### src/rtl/kmer_hit_hotspot_seeder_macros.svh
// assertion macros for the hotspot seeder
`ifndef KMER_HIT_HOTSPOT_SEEDER_MACROS_SVH
`define KMER_HIT_HOTSPOT_SEEDER_MACROS_SVH

`ifndef SYNTHESIS
// same-cycle implication
`define KHS_ASSERT_NOW(label, clk, rst_n, ante, cons) \
  label: assert property (@(posedge clk) disable iff (!rst_n) (ante) |-> (cons)) \
    else $error("khs assertion failed");
// next-cycle implication
`define KHS_ASSERT_NEXT(label, clk, rst_n, ante, cons) \
  label: assert property (@(posedge clk) disable iff (!rst_n) (ante) |=> (cons)) \
    else $error("khs assertion failed");
`else
`define KHS_ASSERT_NOW(label, clk, rst_n, ante, cons)
`define KHS_ASSERT_NEXT(label, clk, rst_n, ante, cons)
`endif

`endif

### src/rtl/khs_pkg.sv
package khs_pkg;

  localparam int SEED_DEPTH    = 512;
  localparam int POSITION_BITS = 32;
  localparam int KMER_LENGTH   = 31;

  localparam int POS_W   = POSITION_BITS;
  localparam int SEED_W  = 10;
  localparam int RING_AW = (SEED_DEPTH > 1) ? $clog2(SEED_DEPTH) : 1;
  localparam int CNT_W   = $clog2(SEED_DEPTH + 1);

  // register indexes on the config port
  localparam logic [1:0] REG_SEED_COUNT   = 2'd0;
  localparam logic [1:0] REG_WINDOW_BASES = 2'd1;
  localparam logic [1:0] REG_MERGE_GAP    = 2'd2;
  localparam logic [1:0] REG_REGION_END   = 2'd3;

  // input commands
  localparam logic CMD_HIT   = 1'b0;
  localparam logic CMD_FLUSH = 1'b1;

  // word held between the ring stage and the hotspot stage
  typedef struct packed {
    logic             flush;
    logic [POS_W-1:0] newest;
    logic [POS_W-1:0] seed_hi;
    logic             fill_ok;
    logic             self_oldest;
  } khs_item_t;

endpackage

### src/rtl/khs_hotspot.sv
module khs_hotspot
  import khs_pkg::*;
(
  input  logic             clk_i,
  input  logic             rst_ni,
  input  logic             item_valid_i,
  input  khs_item_t        item_i,
  input  logic [POS_W-1:0] ring_data_i,
  input  logic [31:0]      window_bases_i,
  input  logic [31:0]      merge_gap_i,
  output logic             item_done_o,
  output logic             out_valid_o,
  input  logic             out_ready_i,
  output logic [POS_W-1:0] out_start_o,
  output logic [POS_W-1:0] out_end_o
);

  logic             open_q, open_d;
  logic [POS_W-1:0] open_start_q, open_start_d;
  logic [POS_W-1:0] open_end_q, open_end_d;
  logic             out_valid_q, out_valid_d;
  logic [POS_W-1:0] out_start_q, out_end_q;

  logic [POS_W-1:0] oldest;
  logic [POS_W-1:0] span;
  logic [POS_W-1:0] gap;
  logic             seed_ok;
  logic             merge;
  logic             emit;
  logic             out_free;
  logic             done;

  always_comb begin
    oldest   = item_i.self_oldest ? item_i.newest : ring_data_i;
    span     = item_i.newest - oldest;
    seed_ok  = item_i.fill_ok && (item_i.newest >= oldest) && (span < window_bases_i);
    gap      = oldest - open_end_q;
    merge    = open_q && ((oldest <= open_end_q) || (gap <= merge_gap_i));
    if (item_i.flush) begin
      emit = open_q;
    end else begin
      emit = seed_ok && !merge && open_q;
    end
    out_free = !out_valid_q || out_ready_i;
    done     = item_valid_i && (!emit || out_free);
  end

  always_comb begin
    open_d       = open_q;
    open_start_d = open_start_q;
    open_end_d   = open_end_q;
    if (done) begin
      if (item_i.flush) begin
        open_d       = 1'b0;
        open_start_d = '0;
        open_end_d   = '0;
      end else if (seed_ok) begin
        if (merge) begin
          if (item_i.seed_hi > open_end_q) begin
            open_end_d = item_i.seed_hi;
          end
        end else begin
          open_d       = 1'b1;
          open_start_d = oldest;
          open_end_d   = item_i.seed_hi;
        end
      end
    end
  end

  always_comb begin
    if (done && emit) begin
      out_valid_d = 1'b1;
    end else if (out_ready_i) begin
      out_valid_d = 1'b0;
    end else begin
      out_valid_d = out_valid_q;
    end
  end

  always_ff @(posedge clk_i or negedge rst_ni) begin
    if (!rst_ni) begin
      open_q       <= 1'b0;
      open_start_q <= '0;
      open_end_q   <= '0;
      out_valid_q  <= 1'b0;
    end else begin
      open_q       <= open_d;
      open_start_q <= open_start_d;
      open_end_q   <= open_end_d;
      out_valid_q  <= out_valid_d;
    end
  end

  always_ff @(posedge clk_i) begin
    if (done && emit) begin
      out_start_q <= open_start_q;
      out_end_q   <= open_end_q;
    end
  end

  assign item_done_o = done;
  assign out_valid_o = out_valid_q;
  assign out_start_o = out_start_q;
  assign out_end_o   = out_end_q;

endmodule

### config.mk
export PLATFORM = sky130hd
export DESIGN_NAME = khs_hotspot
export DESIGN_NICKNAME = d
export VERILOG_FILES = /design/src/rtl/kmer_hit_hotspot_seeder_macros.svh /design/src/rtl/khs_pkg.sv /design/src/rtl/khs_hotspot.sv
export SDC_FILE = /design/constraint.sdc
export NUM_CORES = 1
export LEC_CHECK = 0
export BUFFER_PORTS_ARGS = -buffer_cell sky130_fd_sc_hd__buf_2
export CORE_MARGIN = 2
export CORE_UTILIZATION = 51
export DETAILED_ROUTE_END_ITERATION = 12
export HOLD_SLACK_MARGIN = 0.15
export PLACE_DENSITY = 0.89
export SLEW_MARGIN = 20
export SYNTH_ARGS = -nofsm -noshare
export SYNTH_HDL_FRONTEND = slang
export SYNTH_SLANG_ARGS = --single-unit
### constraint.sdc
create_clock -name clk_i -period 7.77 [get_ports clk_i]
set_input_delay 0.3885 -clock clk_i [delete_from_list [all_inputs] [get_ports clk_i]]
set_output_delay 0.3885 -clock clk_i [all_outputs]
set_load 0.02 [all_outputs]
==> results of run 1 <==
area by class of cell:
cell class	count	area, um2
well taps	275	344
clock buffers	18	429
fillers	1742	8090
inverters	147	552
flip-flops and latches	130	3570
clock inverters	14	179
multi-input cells	836	6620
repair buffers	239	1230
diodes	2	5.00
critical path, cell delays in order:
cell	delay (ns)
buf_2	0.24
buf_4	0.44
mux2i_1	0.38
ha_1	0.36
a21o_2	0.25
a211oi_1	0.28
a21bo_2	0.21
o311ai_4	0.12
a21boi_0	0.55
o21ai_0	0.27
a21o_1	0.22
a21oi_1	0.18
xnor2_1	0.10
ha_1	0.31
nand4_1	0.11
nor4_1	0.39
a22oi_1	0.12
a31oi_1	0.24
a211oi_2	0.12
a41oi_1	0.39
buf_2	0.24
power by group:
part / internal, uW / total [uW] / switching, uW
logic: 964 / 2250 / 1290
clock network: 510 / 829 / 319
registers: 1000 / 1120 / 123
stage by stage:
stage / util / setup slack, ns / hold WS (ns) / instance area (um2) / power (uW)
after floorplan: - / 0.370 / 0.0929 / 10900 / 2770
after global placement: 0.586 / 1.54 / 0.429 / 12300 / 3230
after detailed placement: 0.586 / 1.23 / 0.431 / 12300 / 3320
after CTS: 0.615 / 1.59 / 0.196 / 12900 / 4180
after global routing: 0.615 / 1.08 / 0.235 / 12900 / 4520
final: 0.615 / 1.44 / 0.170 / 12900 / 4210
registers in the layout, summed over array words and instances, names as in the netlist:
signal / flops
out_valid_o: 1
out_start_o: 32
out_end_o: 32
open_start_q: 32
open_q: 1
open_end_q: 32
logic make-up after synthesis:
kind of cell	count (synthesis)	synth area share
buffers and inverters	172	0.0691
AND/OR/NAND/NOR	265	0.120
XOR/XNOR	56	0.0448
flip-flops	130	0.327
multiplexers	96	0.101
adder cells (fa/ha/maj)	162	0.187
AO/OA/AOI/OAI	257	0.151
path summary, 6_finish.rpt:
check | from | endpoint | depth (start not counted)
max | item_i[0] | item_done_o | 21
min | rst_ni | open_start_q[2]$_DFFE_PN0P_ | 2
max reg2reg | open_end_q[0]$_DFFE_PN0P_ | out_end_o[25]$_DFFE_PP_ | 21
min reg2reg | open_end_q[28]$_DFFE_PN0P_ | out_end_o[28]$_DFFE_PP_ | 0
max in group asynchronous | rst_ni | open_end_q[18]$_DFFE_PN0P_ | 2
min in group clk_i | item_i[15] | open_end_q[13]$_DFFE_PN0P_ | 3
per-layer routing:
metal  routed length, um  vias up  track usage  share of wire
met5                   0        -            0              0
met4                 724        0       0.0943          0.024
met3                2280       51       0.0355          0.077
met2               13600      401        0.419           0.46
met1               13200     4365        0.370           0.44
li1                    -     4520            -              -
synthesized netlist by cell type (8+ instances only):
cell type and count:
nor2b_1 13, nand3_1 19, a21o_1 28, o21ai_0 50
dfrtp_1 66, nand2_1 53, a211oi_1 11, nand2b_1 40
inv_1 147, a21oi_1 92, mux2_4 28, edfxtp_1 64
nor2_1 79, xnor2_1 38, o21a_1 8, xor2_1 18
ha_1 160, nor4_1 8, o211ai_1 9, o21bai_1 13
clkbuf_1 10, a31oi_1 11, nand4_1 22, mux2i_1 63
==> results.md, run 1 <==
- The run finished with clean final reports.
- The number of synthesized register bits is 130.
- The relative area change from synthesis to final layout is 18.2%.
- Setup repair after global routing left no endpoint under its margin.
- Setup violations remaining at the end of the flow were counted as 0.
- In the routed layout, each cell is associated on average with a via count of about 5.6.
- Post-CTS timing repair inserted 0 buffers for setup.
- The first-pass GRT wire length is 46,600 um.
- The tool flagged a number of max-cap violations equal to 0.
- In the global route stage, overall resource usage came out at 0.264.
- In the routed design, unresolved DRC markers number 0.
- The critical path data arrival time is 5.94 ns.
- The proportion of netlist area held by the largest area contributor is 0.183.
- The worst pin sits at a relative slew slack of 0.418.
- The largest net degree at the start of global routing is approximately 70.
- Dividing the detail-routed wire length by the instance count gives roughly 18 um.
- The number of global-route vias before repair came to just over 9,000.
- The mapped netlist covers 10,900 um2.
- By area the synthesized netlist is led by ha_1 (18%), edfxtp_1 (18%), dfrtp_1 (15%).
- The cell taking the most area after synthesis is ha_1.
- Yosys mapped the design onto 67 distinct sky130hd cell types.
- The number of levels the H-tree was split into is 4.
- Yosys mapped a number of flops with a built-in enable equal to 64.
- The number of buffers inserted by hold repair at cts is 0.
- The initial antenna violation count came to 2.
- For this run, the top clock speed supported by timing is ~160 MHz.
- Clock-pin slew was measured on the worst setup and hold paths at ~0.070 ns.
- The die covers around 23,000 um2.
- The peak supply drop is about 180 uV.
- The worst setup path is captured at an output pin.
- After synthesis, the mean cell area works out to roughly 9.6 um2.
- The worst-case clock skew is just under 0.02 ns.
- The number of max-slew violations in the final report came to 0.
- The first detailed-routing pass took 7 iterations.
- Once the clock tree was built, the resizer swapped 0 gates to a different size.
- The total length of routed wires is ~30,000 um.
- For this run, the register share of the synthesized area comes to 0.327.
- The standard-cell row count is 53.
- The buffer type at the clock tree root is clkbuf_16.
- Setup total negative slack on the finished layout was measured at 0 ns.
- The detail route stage leaves a number of antenna-violating nets equal to 0.
- Detailed placement finished with a half-perimeter wire length of ~24,000 um.
- Global routing finished with a remaining overflow of 0.
- From left edge to right edge, the die measures 150 um.
- The initial utilization of the core area, before any placement, comes to 0.520.
- The tightest min-delay check is of the primary input to async pin type.
- Clock tree synthesis found a total of 130 sinks.
- The category of the worst setup path launch point is a primary input.
- TritonCTS built the clock tree.
- The type of the setup path with the least slack is primary input to output pin.
- The pin slew with the least headroom to its limit is around 0.87 ns.
- Synthesis handed over a netlist of approximately 1,100 instances.
- For this run, the number of standard cells in the final layout without fillers is 1,661.
- The I/O pin count is ~230.
- The total area inside the core boundary comes to between 20,000 and 25,000 um2.
- The library cell used most frequently in the layout, excluding fill and tap cells, is buf_2.
- Summing over every cut layer, the via total after detailed routing is 9,337.
- The power density of the placed cells is ~330 nW/um2.
- The violation count after the first detailed-route iteration is about 610.
- Across all register-to-register paths, the minimum setup slack is approximately 1.9 ns.
- The number of port buffers is ~230.
- The final count of hold timing violations is 0.
- During synthesis, Yosys emitted a total of 0 warnings.
- Synthesis produced a netlist with a net count of about 1,500.
- The fraction of layout instances using a drive strength above 1 is 0.235.
- The clock buffer count from CTS is 17.
- The clock passes through at most 2 buffers.
- At the end of the flow, the number of nets in the layout was 1,700.
- Measured along the y axis, the die boundary spans ~150 um.
- The post-route fraction of the period consumed by the critical path is 0.815.
- In the synthesized netlist the async set-or-reset flop fraction comes to 0.508.
- Of all nets on the critical path, the largest fanout is 24.
- The time the worst path needs with I/O delays and setup is around 6.3 ns.
- The clock latency on the worst-skew pair is approximately 0.43 ns.
- The leakage power summed over all cells is around 0.0066 uW.
- The congestion estimate from routability-driven global placement came to 0.934.
- The required time reported for the critical path endpoint is 7.38 ns.
- Leaving out fill and tap cells, the most frequent cells in the layout are buf_2 (232), ha_1 (160), inv_1 (147), a21oi_1 (92), nor2_1 (78).
- After detailed placement, the design holds a cell count of 1,627.
- The main flop type after synthesis is dfrtp_1.
Note: power is estimated with default switching activity, not from simulation.
==> inputs of run 2 (changes only) <==
--- a/config.mk
+++ b/config.mk
@@ -7,10 +7,10 @@
 export LEC_CHECK = 0
 export BUFFER_PORTS_ARGS = -buffer_cell sky130_fd_sc_hd__buf_2
 export CORE_MARGIN = 2
-export CORE_UTILIZATION = 51
+export CORE_UTILIZATION = 56
 export DETAILED_ROUTE_END_ITERATION = 12
 export HOLD_SLACK_MARGIN = 0.15
-export PLACE_DENSITY = 0.89
+export PLACE_DENSITY = 0.93
 export SLEW_MARGIN = 20
 export SYNTH_ARGS = -nofsm -noshare
 export SYNTH_HDL_FRONTEND = slang
==> constraint.sdc (replaced) <==
create_clock -name clk_i -period 6.25 [get_ports clk_i]
set_input_delay 0.3125 -clock clk_i [delete_from_list [all_inputs] [get_ports clk_i]]
set_output_delay 0.3125 -clock clk_i [all_outputs]
set_load 0.02 [all_outputs]
==> run 2 against run 1 <==
First-iteration DRC count shrank 4.3%. Critical endpoint unchanged. Sequential power increased by 24%. Flip-flop and latch count is the same. Non-clock buffer count is 8 higher. Final cell count decreased by 0.24%. Global-route usage rose by 1.4 points. Total power rose by 25%. Via count is 1.4% lower. Sequential share of layout area down 0.14 points. Cell area rose by 0.51%. Worst hold slack got worse by 0.012 ns.
==> results.md, run 2 (synthesized netlist as in run 1, its figures left out) <==
- The maximum root-to-sink buffer count came to 2 (unchanged).
- The number of sinks on the clock net was 130 (unchanged).
- The endpoint of the most critical setup path is item_done_o (unchanged).
- The weighted congestion reported at the end of routability-driven placement is 0.950 (was 0.934).
- The number of nets in the layout came to 1,708 (was 1,700).
- The fraction of power consumed by the clock network is 0.191 (was 0.197).
- The standard-cell row count is 51 (was 53).
- The final count of hold timing violations is 0 (unchanged).
- The sum of internal, switching and leakage power is 5240 uW (was 4210 uW).
- The remaining number of nets flagged by the antenna check after routing is 0 (unchanged).
- The number of violations of the max-capacitance limit is 0 (unchanged).
- The met2 usage is 0.443 (was 0.419).
- The met1 track demand over resource in global routing was 0.372 (was 0.370).
- The peak clock frequency supported by timing is roughly 170 MHz.
- The met3 layer usage reported by global route is 0.0343 (was 0.0355).
- The power density of the placed cells came to 403 nW/um2 (was 325 nW/um2).
- The final instance area was 13,000 um2 (was 12,900 um2).
- The switching portion of total power is 0.412 (about the same).
- The peak supply drop is 253 uV (was 184 uV).
- The final cell count without fillers is 1,657 (was 1,661).
- The startpoint of the most critical register-to-register path is open_end_q[0]$_DFFE_PN0P_ (unchanged).
- The DRC violation count after routing is 0 (unchanged).
- The number of vias per cell is 5.56 (was 5.62).
- The worst-path maximum fanout is 13 (was 24).
- The initial antenna violation count came to 0 (was 2).
- The overall die area is 20,700 um2 (was 22,600 um2).
- The total global-route track usage is 0.278 (was 0.264).
- The worst setup path startpoint is item_i[0] (unchanged).
- The buffer type at the clock tree root was clkbuf_16 (unchanged).
- The critical path data arrival time is 5.63 ns (was 5.94 ns).
- The minimum setup slack among reg-to-reg paths came to 0.52 ns (was 1.91 ns).
- The pin slew with the least headroom to its limit is 0.872 ns (was 0.873 ns).
- The number of max-slew violations in the final report is 0 (unchanged).
- The type of the tightest min-delay check is primary input to flop (was primary input to async pin).
- The critical path capture point type is an output pin (unchanged).
- The worst slew margin relative to its limit is 0.418 (about the same).
- The number of placed cells counting well taps is 1,624 (was 1,627).
- The most common library cell in the layout ignoring fill and taps is buf_2 (unchanged).
- The endpoint of the worst-slack reg-to-reg timing path is out_end_o[2]$_DFFE_PP_ (was out_end_o[25]$_DFFE_PP_).
- The time the worst path needs with I/O delays and setup is between 5 and 6 ns.
- The CTS tree is yes (unchanged).
- The number of levels the H-tree was split into came to 4 (unchanged).
- The die outline height is 144 um (was 150 um).
- The detailed placement HPWL was 23,100 um (was 23,900 um).
- The worst-case clock skew came to 0.00990 ns (was 0.0196 ns).
- The post-detailed-route wirelength per cell is 17.5 um (was 17.9 um).
- The horizontal die dimension is 144 um (was 150 um).
- The cell area after placement is 12,400 um2 (was 12,300 um2).
- The starting utilization of the core area is 0.566 (was 0.520).
- The largest net degree at the start of global routing came to 72 (unchanged).
- The global-route congestion overflow total is 0 (unchanged).
- The number of setup violations in the final report is 0 (unchanged).
- The sum of negative setup slack came to 0 ns (unchanged).
- The clock buffer count from CTS is 17 (unchanged).
- The number of post-CTS setup repair buffers is 0 (unchanged).
- The first-pass iteration count of the detailed router is 5 (was 7).
- The post-route fraction of the period consumed by the critical path is 0.951.
- The I/O pin count is 233 (unchanged).
- The number of port buffers is 232 (unchanged).
- Setup repair after global routing missed its margin: false (unchanged).
- The leakage power summed over all cells is 0.00664 uW (was 0.00662 uW).
- The type of the setup path with the least slack is primary input to output pin (unchanged).
- The worst reg-to-reg path cell count is 21 (unchanged).
- The worst hold slack was 0.158 ns (was 0.170 ns).
- The clock edge transition at the registers on the reported setup and hold paths was 0.06 ns (was 0.07 ns).
- The area inside the core boundary came to 19,300 um2 (was 21,000 um2).
- The clock latency on the worst-skew pair is 0.42 ns (was 0.43 ns).
- The net load switching power is 2160 uW (was 1730 uW).
- The total via count after detailed routing came to 9,209 (was 9,337).
- The fraction of layout instances using a drive strength above 1 came to 0.241 (was 0.235).
- Outcome: finished clean (unchanged).
- The total length of routed wires was 29,000 um (was 29,800 um).
- The antenna diode instance count was 0 (was 2).
- The number of global-route vias before repair came to 9,090 (was 9,205).
- The combinational group share of total power is 0.543 (was 0.536).
- The sequential cell fraction of total power was 0.266 (was 0.267).
- The internal power was 3080 uW (was 2470 uW).
- The category of the worst setup path launch point is a primary input (unchanged).
- The required time reported for the critical path endpoint is 5.94 ns (was 7.38 ns).
- The relative area change from synthesis to final layout was 18.8% (was 18.2%).
- Commonest cells after routing, fill and taps aside: buf_2 (232), ha_1 (160), inv_1 (147), a21oi_1 (92), nor2_1 (78) (unchanged).
- The busiest layer in global routing was met2 (unchanged).
- The violation count after the first detailed-route iteration came to 579 (was 605).
- The first-pass GRT wire length was 44,800 um (was 46,600 um).
## run 2: worst min path at each step
| stage | start | cells after the start | endpoint | slack, ns |
|---|---|---|---|---|
| after floorplan | rst_ni | 0 | open_end_q[0]$_DFFE_PN0P_ | 0.02 |
| after global placement | open_end_q[12]$_DFFE_PN0P_ | 0 | out_end_o[12]$_DFFE_PP_ | 0.43 |
| after detailed placement | open_end_q[16]$_DFFE_PN0P_ | 0 | out_end_o[16]$_DFFE_PP_ | 0.43 |
| after CTS | item_i[25] | 3 | open_end_q[23]$_DFFE_PN0P_ | 0.15 |
| after global routing | item_i[8] | 3 | open_end_q[6]$_DFFE_PN0P_ | 0.16 |
| final | item_i[8] | 3 | open_end_q[6]$_DFFE_PN0P_ | 0.16 |
## run 2: worst max-delay path: stages
cell	delay [ns]
buf_2	0.25
buf_4	0.33
mux2i_2	0.40
inv_1	0.08
ha_1	0.38
a21o_1	0.22
a21o_1	0.18
a221oi_1	0.41
a2bb2oi_1	0.30
a21oi_1	0.13
o21ai_0	0.18
a21oi_1	0.11
o41ai_1	0.35
xnor2_1	0.12
ha_1	0.30
nand3_1	0.10
nor4_1	0.37
and2_1	0.21
a211oi_1	0.08
nor3_1	0.32
a41oi_1	0.26
buf_2	0.23
## run 2: per-stage QoR
stage | setup WS, ns | util
floorplan | 0.0712 | -
global placement | -0.0485 | 0.640
detailed placement | -0.0731 | 0.640
CTS | 0.294 | 0.671
global route | 0.0233 | 0.672
finish | 0.305 | 0.672
## run 2: layout make-up
class / count / area, um2
multi-input combinational: 836 / 6650
fill: 1498 / 6340
sequential: 130 / 3570
timing repair buffer: 247 / 1290
inverter: 147 / 552
clock buffer: 18 / 429
tap: 265 / 332
clock inverter: 14 / 165
## run 2: metal layers
layer	part of all wire	up-vias	routed length (um)
met5	0	-	0
met2	0.45	349	13000
met4	0.045	0	1320
met3	0.057	84	1650
li1	-	4550	-
met1	0.45	4226	13000
## run 2: timing repair
item | CTS | global route
endpoints found under the hold margin | 66 | 0
gates resized for setup | 0 | 7
hold buffers | 1 | 0
endpoints found under the setup margin | 0 | 27
## run 2: power groups by stage
stage | clock (uW) | sequential [uW] | combinational [uW]
final | 1000 | 1390 | 2850
after global routing | 1040 | 1420 | 3130
after floorplan | 0 | 1430 | 2020
after global placement | 0 | 1390 | 2630
after detailed placement | 0 | 1400 | 2740
after CTS | 1010 | 1390 | 2800
